--- src/rtl/spnbc_pkg.sv ---
package spnbc_pkg;

  localparam int unsigned ROUNDS = 3;
  localparam logic [7:0] HEADER_BYTES_RESET = 8'd20;
  localparam logic [7:0] POSITION_MAX = 8'hFF;

  typedef enum logic {
    CMD_ENCIPHER = 1'b0,
    CMD_DECIPHER = 1'b1
  } command_t;

  typedef struct packed {
    command_t   command;
    logic [7:0] data_byte;
    logic       last_of_packet;
  } in_item_t;

  typedef struct packed {
    logic [7:0] out_byte;
    logic       was_transformed;
    logic       out_last;
  } out_item_t;

  localparam logic [3:0] SBOX_FWD [16] = '{
    4'd1, 4'd3, 4'd5, 4'd7, 4'd9, 4'd11, 4'd13, 4'd15,
    4'd2, 4'd4, 4'd6, 4'd8, 4'd10, 4'd12, 4'd14, 4'd0
  };
  localparam logic [3:0] SBOX_INV [16] = '{
    4'd15, 4'd0, 4'd8, 4'd1, 4'd9, 4'd2, 4'd10, 4'd3,
    4'd11, 4'd4, 4'd12, 4'd5, 4'd13, 4'd6, 4'd14, 4'd7
  };

  // bit j of the input lands on bit PERM_x[j] of the output
  localparam logic [2:0] PERM_FWD [8] = '{
    3'd2, 3'd3, 3'd0, 3'd4, 3'd1, 3'd7, 3'd5, 3'd6
  };
  localparam logic [2:0] PERM_INV [8] = '{
    3'd2, 3'd4, 3'd0, 3'd1, 3'd3, 3'd6, 3'd7, 3'd5
  };

  localparam logic [7:0] ROUND_KEY [ROUNDS] = '{8'hEE, 8'h44, 8'h19};

  function automatic logic [7:0] subst_fwd(input logic [7:0] x);
    return {SBOX_FWD[x[7:4]], SBOX_FWD[x[3:0]]};
  endfunction

  function automatic logic [7:0] subst_inv(input logic [7:0] x);
    return {SBOX_INV[x[7:4]], SBOX_INV[x[3:0]]};
  endfunction

  function automatic logic [7:0] permute_fwd(input logic [7:0] x);
    logic [7:0] y;
    y = '0;
    for (int j = 0; j < 8; j++) begin
      y[PERM_FWD[j]] = x[j];
    end
    return y;
  endfunction

  function automatic logic [7:0] permute_inv(input logic [7:0] x);
    logic [7:0] y;
    y = '0;
    for (int j = 0; j < 8; j++) begin
      y[PERM_INV[j]] = x[j];
    end
    return y;
  endfunction

endpackage

--- src/rtl/spnbc_round.sv ---
module spnbc_round (
  input  spnbc_pkg::command_t command,
  input  logic [7:0]          enc_key,
  input  logic [7:0]          dec_key,
  input  logic [7:0]          din,
  output logic [7:0]          dout
);

  logic [7:0] enc_out;
  logic [7:0] dec_out;

  assign enc_out = spnbc_pkg::permute_fwd(spnbc_pkg::subst_fwd(din)) ^ enc_key;
  assign dec_out = spnbc_pkg::subst_inv(spnbc_pkg::permute_inv(din ^ dec_key));

  always_comb begin
    case (command)
      spnbc_pkg::CMD_DECIPHER: dout = dec_out;
      default:                 dout = enc_out;
    endcase
  end

endmodule

--- src/rtl/spnbc_cipher.sv ---
module spnbc_cipher (
  input  spnbc_pkg::command_t command,
  input  logic [7:0]          din,
  output logic [7:0]          dout
);

  logic [7:0] chain [spnbc_pkg::ROUNDS+1];

  assign chain[0] = din;

  // decipher walks the keys in reverse
  for (genvar r = 0; r < spnbc_pkg::ROUNDS; r++) begin : g_round
    spnbc_round u_round (
      .command (command),
      .enc_key (spnbc_pkg::ROUND_KEY[r]),
      .dec_key (spnbc_pkg::ROUND_KEY[spnbc_pkg::ROUNDS-1-r]),
      .din     (chain[r]),
      .dout    (chain[r+1])
    );
  end

  assign dout = chain[spnbc_pkg::ROUNDS];

endmodule

--- src/rtl/spnbc_position.sv ---
module spnbc_position (
  input  logic       clk,
  input  logic       rst,
  input  logic       cfg_write_en,
  input  logic [7:0] cfg_write_data,
  input  logic       advance,
  input  logic       last_of_packet,
  output logic       xform
);

  logic [7:0] header_bytes;
  logic [7:0] byte_position;
  logic [7:0] byte_position_next;

  assign xform = (byte_position >= header_bytes);

  always_comb begin
    byte_position_next = byte_position;
    if (advance) begin
      if (last_of_packet) begin
        byte_position_next = '0;
      end else if (byte_position != spnbc_pkg::POSITION_MAX) begin
        byte_position_next = byte_position + 8'd1;
      end
    end
  end

  always_ff @(posedge clk) begin
    if (rst) begin
      header_bytes  <= spnbc_pkg::HEADER_BYTES_RESET;
      byte_position <= '0;
    end else begin
      byte_position <= byte_position_next;
      if (cfg_write_en) begin
        header_bytes <= cfg_write_data;
      end
    end
  end

endmodule

--- src/rtl/spn_byte_cipher_packet_core.sv ---
// channel | dir | handshake          | payload
// in      | in  | in_valid/in_ready   | in_data   (spnbc_pkg::in_item_t)
// out     | out | out_valid/out_ready | out_data  (spnbc_pkg::out_item_t)
// cfg     | in  | cfg_write_en        | cfg_write_data (header_bytes)
//
// One request per cycle sustained while out_ready holds; out_valid rises after
// accept, via input register and result register around the three cipher rounds.
// Position and header compare are resolved at acceptance.
// Synchronous active-high rst: pipeline empties, position 0, header_bytes 20.
// A stall at out back-pressures both stages; in_ready falls only when both are full.
module spn_byte_cipher_packet_core (
  input  logic                 clk,
  input  logic                 rst,
  input  logic                 in_valid,
  output logic                 in_ready,
  input  spnbc_pkg::in_item_t  in_data,
  output logic                 out_valid,
  input  logic                 out_ready,
  output spnbc_pkg::out_item_t out_data,
  input  logic                 cfg_write_en,
  input  logic [7:0]           cfg_write_data
);

  logic                s1_valid;
  spnbc_pkg::in_item_t s1_item;
  logic                s1_xform;
  logic                s2_ready;
  logic                accept;
  logic                xform;
  logic [7:0]          cipher_byte;

  assign s2_ready = !out_valid || out_ready;
  assign in_ready = !s1_valid || s2_ready;
  assign accept   = in_valid && in_ready;

  spnbc_position u_position (
    .clk            (clk),
    .rst            (rst),
    .cfg_write_en   (cfg_write_en),
    .cfg_write_data (cfg_write_data),
    .advance        (accept),
    .last_of_packet (in_data.last_of_packet),
    .xform          (xform)
  );

  spnbc_cipher u_cipher (
    .command (s1_item.command),
    .din     (s1_item.data_byte),
    .dout    (cipher_byte)
  );

  always_ff @(posedge clk) begin
    if (rst) begin
      s1_valid  <= 1'b0;
      out_valid <= 1'b0;
    end else begin
      if (in_ready) begin
        s1_valid <= in_valid;
      end
      if (s2_ready) begin
        out_valid <= s1_valid;
      end
    end
  end

  always_ff @(posedge clk) begin
    if (accept) begin
      s1_item  <= in_data;
      s1_xform <= xform;
    end
    if (s2_ready && s1_valid) begin
      out_data.out_byte        <= s1_xform ? cipher_byte : s1_item.data_byte;
      out_data.was_transformed <= s1_xform;
      out_data.out_last        <= s1_item.last_of_packet;
    end
  end

  a_s1_hold: assert property (@(posedge clk) disable iff (rst)
    s1_valid && !s2_ready |=> s1_valid && $stable(s1_item) && $stable(s1_xform))
    else $error("input stage changed while stalled");

  a_s1_moves: assert property (@(posedge clk) disable iff (rst)
    s1_valid && s2_ready |=> out_valid && (out_data.out_last == $past(s1_item.last_of_packet)))
    else $error("request lost between stages");

  a_pass_through: assert property (@(posedge clk) disable iff (rst)
    s1_valid && s2_ready && !s1_xform |=> out_data.out_byte == $past(s1_item.data_byte))
    else $error("header byte altered");

endmodule
--- config.mk ---
export PLATFORM = sky130hd
export DESIGN_NAME = spn_byte_cipher_packet_core
export DESIGN_NICKNAME = d
export VERILOG_FILES = /design/src/rtl/spnbc_pkg.sv /design/src/rtl/spnbc_round.sv /design/src/rtl/spnbc_cipher.sv /design/src/rtl/spnbc_position.sv /design/src/rtl/spn_byte_cipher_packet_core.sv
export SDC_FILE = /design/constraint.sdc
export NUM_CORES = 1
export LEC_CHECK = 0
export ABC_AREA = 1
export BUFFER_PORTS_ARGS = -buffer_cell sky130_fd_sc_hd__buf_4
export CORE_MARGIN = 5
export CORE_UTILIZATION = 53
export CTS_CLUSTER_DIAMETER = 50
export DETAILED_ROUTE_END_ITERATION = 10
export HOLD_SLACK_MARGIN = 0.06
export PLACE_DENSITY = 0.86
export SYNTH_ARGS = -nofsm -noshare
export SYNTH_HDL_FRONTEND = slang
export SYNTH_SLANG_ARGS = --single-unit
--- constraint.sdc ---
create_clock -name clk -period 2.9 [get_ports clk]
set_clock_uncertainty 0.05 [all_clocks]
set_input_delay 0.58 -clock clk [delete_from_list [all_inputs] [get_ports clk]]
set_output_delay 0.58 -clock clk [all_outputs]
set_load 0.05 [all_outputs]
Word level (Yosys, flattened, before mapping)
Memory sizes are Yosys's and may differ from the RTL's.
Cells that the tools add are included.
{"block": "totals", "regBits": 39, "mem_bits_ro": 768, "in_bits": 23, "out_inout_bits": 12, "word_cells": 94, "memories": 12}
{"memory": "(name not given)", "words": 16, "width": 4, "read_ports": 1, "rd_clocked_by_memory_dff": 0, "wr": 0, "line_no": "spnbc_pkg.sv:44", "text": "return {SBOX_FWD[x[7:4]], SBOX_FWD[x[3:0]]};"}
{"memory": "(name not given)", "words": 16, "width": 4, "read_ports": 1, "rd_clocked_by_memory_dff": 0, "wr": 0, "line_no": "spnbc_pkg.sv:44"}
{"memory": "(name not given)", "words": 16, "width": 4, "read_ports": 1, "rd_clocked_by_memory_dff": 0, "wr": 0, "line_no": "spnbc_pkg.sv:48", "text": "return {SBOX_INV[x[7:4]], SBOX_INV[x[3:0]]};"}
{"memory": "(name not given)", "words": 16, "width": 4, "read_ports": 1, "rd_clocked_by_memory_dff": 0, "wr": 0, "line_no": "spnbc_pkg.sv:48"}
{"memory": "(name not given)", "words": 16, "width": 4, "read_ports": 1, "rd_clocked_by_memory_dff": 0, "wr": 0, "line_no": "spnbc_pkg.sv:44"}
{"memory": "(name not given)", "words": 16, "width": 4, "read_ports": 1, "rd_clocked_by_memory_dff": 0, "wr": 0, "line_no": "spnbc_pkg.sv:44"}
{"memory": "+6 memories"}
{"block": "op_classes", "add_sub_neg": 1, "magnitude_cmp": 13, "eq_ne": 1, "muxes": 30, "bitwise_logic": 18, "reduce_logical": 8}
{"operator": "$mux W4", "count": 24}
{"operator": "$ge A5 B5 Y1 const B", "count": 12}
{"operator": "$not A4 Y5", "count": 12}
{"operator": "$mux W8", "count": 6}
{"operator": "$not A6 Y6", "count": 2}
{"operator": "$add A8 B1 Y8 const B", "count": 1}
{"operator": "$ge A8 B8 Y1", "count": 1}
{"operator": "$ne A8 B8 Y1 const B", "count": 1}
{"operator": "$not A3 Y3", "count": 2}
{"operator": "$not A2 Y2", "count": 2}
{"operator": "$logic_and A1 B1 Y1", "count": 2}
{"operator": "$logic_not A1 Y1", "count": 2}
{"operator": "$logic_or A1 B1 Y1", "count": 2}
{"operator": "$reduce_and A2 Y1", "count": 1}
{"operator": "$reduce_bool A2 Y1", "count": 1}

Logic depth before layout (Yosys ltp)
{"block": "depth", "word_depth": 19, "depth_mapped": 21, "ltp_nobuf": 21}

Cells and area by module
From an unflattened synthesis, not the netlist that was laid out.
{"block": "unflattened", "hier_cells": 547, "area_unflattened_um2": 3739.8}
{"mod": "spnbc_position", "n_inst": 1, "cells_each": 136, "area_per_inst_um2": 964.7, "seq_area_each_um2": 320.3}
{"mod": "spn_byte_cipher_packet_core", "n_inst": 1, "cells_each": 58, "area_per_inst_um2": 824.5, "seq_area_each_um2": 670.6}
{"mod": "spnbc_round (u_cipher.g_round[0].u_round)", "n_inst": 1, "cells_each": 117, "area_per_inst_um2": 648.1, "seq_area_each_um2": 0.0}
{"mod": "spnbc_round (u_cipher.g_round[2].u_round)", "n_inst": 1, "cells_each": 118, "area_per_inst_um2": 648.1, "seq_area_each_um2": 0.0}
{"mod": "spnbc_round (u_cipher.g_round[1].u_round)", "n_inst": 1, "cells_each": 116, "area_per_inst_um2": 646.9, "seq_area_each_um2": 0.0}
{"mod": "spnbc_cipher", "n_inst": 1, "cells_each": 2, "area_per_inst_um2": 7.5, "seq_area_each_um2": 0.0}

Worst setup path after synthesis
OpenSTA, ideal clock, no wires.
{"block": "synth_path", "path_type": "register -> register", "start": "reg s1_item[3] (netlist bit)", "end": "reg out_data[2] (netlist bit) (data pin)", "setup_ns": 0.252, "arrival_ns": 2.380, "required_time_ns": 2.598, "slack_ns": 0.218, "stages_incl_launch_ff": 18, "path_buffers": 0, "synth_period_minus_slack_ns": 2.682, "path_cell_list": "edfxtp_1 inv_1 ha_1 nand2_1 o21ai_0 nand2_1 o21ai_0 inv_1 ha_1 a21oi_1 nand2_1 nand2_2 inv_1 ha_1 nand3b_1 nand3_1 nand2_1 nand2_1"}
{"block": "synth_between", "elab_chain_len": 19, "word_cells_on_any_way": 41, "cone_classes": "mux (20); bitwise (13); memory (8)"}
{"item": "start, declared", "line_no": "spn_byte_cipher_packet_core.sv:25", "text": "spnbc_pkg::in_item_t s1_item;"}
{"item": "start signal, assigned", "line_no": "spn_byte_cipher_packet_core.sv:68", "text": "s1_item <= in_data;"}
{"item": "$not A4 Y5 (not written as such)", "line_no": "spnbc_pkg.sv:44"}
{"item": "$mem_v2 Z16 W4"}
{"item": "$mux W4 (not written as such) (2 in a row)", "line_no": "spnbc_pkg.sv:44"}
{"item": "$not A6 Y6 (no line)"}
{"item": "$mux W8 *", "line_no": "spnbc_round.sv:16", "text": "case (command)"}
{"item": "$not A2 Y2 (no line) / $not A4 Y5 (equally long branches)"}
{"item": "$not A4 Y5 (not written as such) / $mem_v2 Z16 W4 (equally long branches)"}
{"item": "$mem_v2 Z16 W4 / $mux W4 (equally long branches)"}
{"item": "[2 not listed]"}
{"item": "$mux W8 *", "line_no": "spnbc_round.sv:16"}
{"item": "$not A4 Y5 (not written as such) / $not A6 Y6 (equally long branches)"}
{"item": "$mem_v2 Z16 W4 / $not A4 Y5 (equally long branches)"}
{"item": "$mux W4 (not written as such) / $mem_v2 Z16 W4 (equally long branches)"}
{"item": "$mux W4, on equally long branches", "line_no": "spnbc_pkg.sv:44, spnbc_pkg.sv:48"}
{"item": "$not A3 Y3 (no line) / $mux W4 (equally long branches)"}
{"item": "$mux W8 *", "line_no": "spnbc_round.sv:16"}
{"item": "$mux W8 *", "line_no": "spn_byte_cipher_packet_core.sv:72", "text": "out_data.out_byte <= s1_xform ? cipher_byte : s1_item.data_byte;"}
{"item": "end, declared", "line_no": "spn_byte_cipher_packet_core.sv:19", "text": "output spnbc_pkg::out_item_t out_data,"}
Mark *: on every way between the ends. The rest lies on a longest branch, timed or not. The select of a mux whose other input is x is not followed.
A chain may end at the register's enable or synchronous reset.

Worst setup path in the final report
{"block": "layout_path", "start": "reg s1_item[4] (netlist bit)", "end": "reg out_data[6] (netlist bit) (data pin)"}
{"block": "layout_between", "elab_chain_len": 19, "word_cells_on_any_way": 42, "cone_classes": "mux (20); bitwise (14); memory (8)"}
{"item": "$not A4 Y5 (not written as such) / $not A3 Y3 (equally long branches)"}
{"item": "$mem_v2 Z16 W4 / $not A4 Y5 (equally long branches)"}
{"item": "$mux W4 (not written as such) / $mem_v2 Z16 W4 (equally long branches)"}
{"item": "$mux W4, on equally long branches", "line_no": "spnbc_pkg.sv:44, spnbc_pkg.sv:48"}
{"item": "$not A6 Y6 (no line) / $mux W4 (equally long branches)"}
{"item": "$mux W8 *", "line_no": "spnbc_round.sv:16"}
{"item": "$not A2 Y2 (no line) / $not A4 Y5 (equally long branches)"}
{"item": "$not A4 Y5 (not written as such) / $mem_v2 Z16 W4 (equally long branches)"}
{"item": "[3 not listed]"}
{"item": "$mux W8 *", "line_no": "spnbc_round.sv:16"}
{"item": "$not A4 Y5 (not written as such) / $not A6 Y6 (equally long branches)"}
{"item": "$mem_v2 Z16 W4 / $not A4 Y5 (equally long branches)"}
{"item": "$mux W4 (not written as such) / $mem_v2 Z16 W4 (equally long branches)"}
{"item": "$mux W4, on equally long branches", "line_no": "spnbc_pkg.sv:44, spnbc_pkg.sv:48"}
{"item": "$not A3 Y3 (no line) / $mux W4 (equally long branches)"}
{"item": "$mux W8 *", "line_no": "spnbc_round.sv:16"}
{"item": "$mux W8 *", "line_no": "spn_byte_cipher_packet_core.sv:72"}
Marked as above.

==> out/results.ini <==
[outcome]
outcome=complete, no violations

[placement]
portBuffers=34
globalplace.congestion=0.901
place_ws_ps=88.3
place_hpwl_mm=4.87

[cts]
cts-htree-levels=2
clkTransAtPathRegs_ps=80
cts_hold_buf=0
tritoncts=yes
cts_buffers=5
clock-sinks=39
clk_latency_ps=300
root_buffer=clkbuf_8
clock_path_buffers=2

[synthesis]
yosys.area.top_type_share=0.224
synth.avg_cell_area_um2=7.74
synth_cell_types=37
synthCells=363
synth_largest_area_cell=edfxtp_1
ys_seq_area_frac=0.353
synthFlopType=edfxtp_1
ys_warn_count=0
synth_edf_count=21
post-synth-top-count-cell=nand2_1
synth_area_leaders=edfxtp_1, ha_1, nand2_1
netlist_top_cells_count=nand2_1, inv_1, ha_1
ys_seq_elements=39
async_flop_share=0
syn_area_um2=2810
synth_fp_nets=424

[route]
drt_first_pass_iters=5
vias_per_cell=5.25
ant_nets=0
via_count=2539
initialDrtViolationCount=183
wire_per_inst_um=12.8
wl_mm=6.19
drc_errors=0

[setup_path]
worstPathArrival_ps=2700
crit_fanout=6
crit_type=reg -> reg
required_ps=2910
crit_path_start_kind=flip-flop
end_kind=flip-flop

[floorplan]
rows=26
io-pin-count=35
initial_core_util=0.547
fp.dieW_um=82.8
fp.dieH_um=82.8
dieArea_um2=6860
coreArea_um2=5140

[sta]
slew_viol_final=0
tns_ps=0
fmax_ghz=0.372
setup_violations=0
period_share=0.927
hold_violations=0
setup_ws_ps=212
relSlewSlack=0.395
period_needed_ps=2690
holdWs_ps=384
tightest_slew_ps=908

[layout]
fin_nets=474
diodes=0
drive_gt1_frac=0.203
fillers=452
multi_input_comb_area_um2=1650
seq_area_um2=991
area_growth_pct=19.9

[flow_run]
cap_violations=0

[pwr]
p_int_uw=1040
power_switching_uw=484
p_per_area_nw_per_um2=452
power_leakage_uw=0.00165
seqPwrFrac=0.415
ir_drop_uv=315
p_clk_frac=0.293
combPwrFrac=0.292
p_sw_frac=0.318

[grt]
grt_use_total=0.187
grt_remaining_overflow=0
grt_pass1_vias=2418
antenna_found_initial=0
grt_pass1_wl_mm=10.8
grt_max_degree=20

[worst_hold_path]
hold_class=reg -> reg

## sequential cells by signal, indices dropped and copies added (netlist names)
| signal | count |
|---|---|
| out_data | 10 |
| s1_item | 10 |
| u_position.byte_position | 8 |
| u_position.header_bytes | 8 |
| out_valid | 1 |
| s1_valid | 1 |
| s1_xform | 1 |
## through the flow
stage	std cells	total power, uW	utilization	area [um2]
5_1_grt	484	1610	0.656	3370
3_3_place_gp	470	1050	0.620	3180
3_5_place_dp	470	1060	0.620	3180
2_1_floorplan	363	944	-	2810
6_report	484	1520	0.656	3370
4_1_cts	478	1500	0.640	3290
## final timing paths
check	startpoint	endpoint	slack, ps	depth (start not counted)
max reg2reg	s1_item[4]	out_data[6]	210	16
max	s1_item[4]	out_data[6]	210	16
min	s1_item[0]	out_data[0]	380	0
min reg2reg	s1_item[0]	out_data[0]	380	0
## cell families after synthesis
group / synth area share
AND/OR/NAND/NOR: 0.268
flip-flops: 0.353
buffers and inverters: 0.0730
adder cells (fa/ha/maj): 0.169
AO/OA/AOI/OAI: 0.134
XOR/XNOR: 0.00312
## layout make-up
class	count	share of cell area
multi-input combinational	272	0.489
clock buffer	5	0.0204
tap	70	0.0260
clock inverter	3	0.0115
sequential	39	0.294
inverter	47	0.0524
timing repair buffer	48	0.107
## power by group through the flow
stage               combinational (uW)  clock [uW]  sequential, uW
finish                             444         446             633
global placement                   408           0             645
global route                       502         470             637
detailed placement                 414           0             646
CTS                                418         449             634
floorplan                          270           0             675
## layer usage
layer | track usage | vias to the layer above | wire [um]
li1 | - | 1303 | -
met4 | 0.0639 | 0 | 141
met2 | 0.320 | 84 | 2980
met3 | 0.0446 | 19 | 422
met1 | 0.231 | 1133 | 2650
met5 | 0 | - | 0
## worst max-delay path: stages (launching register included)
cell      delay [ps]
edfxtp_1         420
buf_4            190
inv_2            130
ha_4             230
o21ai_4          190
ha_1             250
a21oi_1          130
nand2_1          120
nand2_2          140
inv_1             70
ha_1             190
nand3_1           80
nand2_1           50
nand2_1           50
nand3_1           60
nand2_1           60
nand2_1           40
## placed cells by master, fill, tap and decap left out, drive strengths merged
cell	Yosys	routed
o21bai	1	1
nor3b	2	2
xor2	1	1
o31ai	1	1
o2111ai	1	1
buf	3	48
bufinv	0	1
ha	38	38
dfxtp	18	18
nand4	4	4
and2	1	1
nand3	31	31
o21ai	21	21
o21a	1	1
inv	47	47
edfxtp	21	21
a21boi	1	1
nand3b	2	2
nor3	1	1
a21o	1	1
clkbuf	2	5
a21oi	33	33
o211ai	2	2
nand2	107	107
a31oi	2	2
or2	1	1
and2b	1	1
clkinv	0	2
nor2	19	19
## what timing repair did
item                       in CTS  in global routing
setup endpoints to repair       0                  7
buffers inserted                0                  6
resized for setup               0                 10
Power figures use the tool's default switching activity.
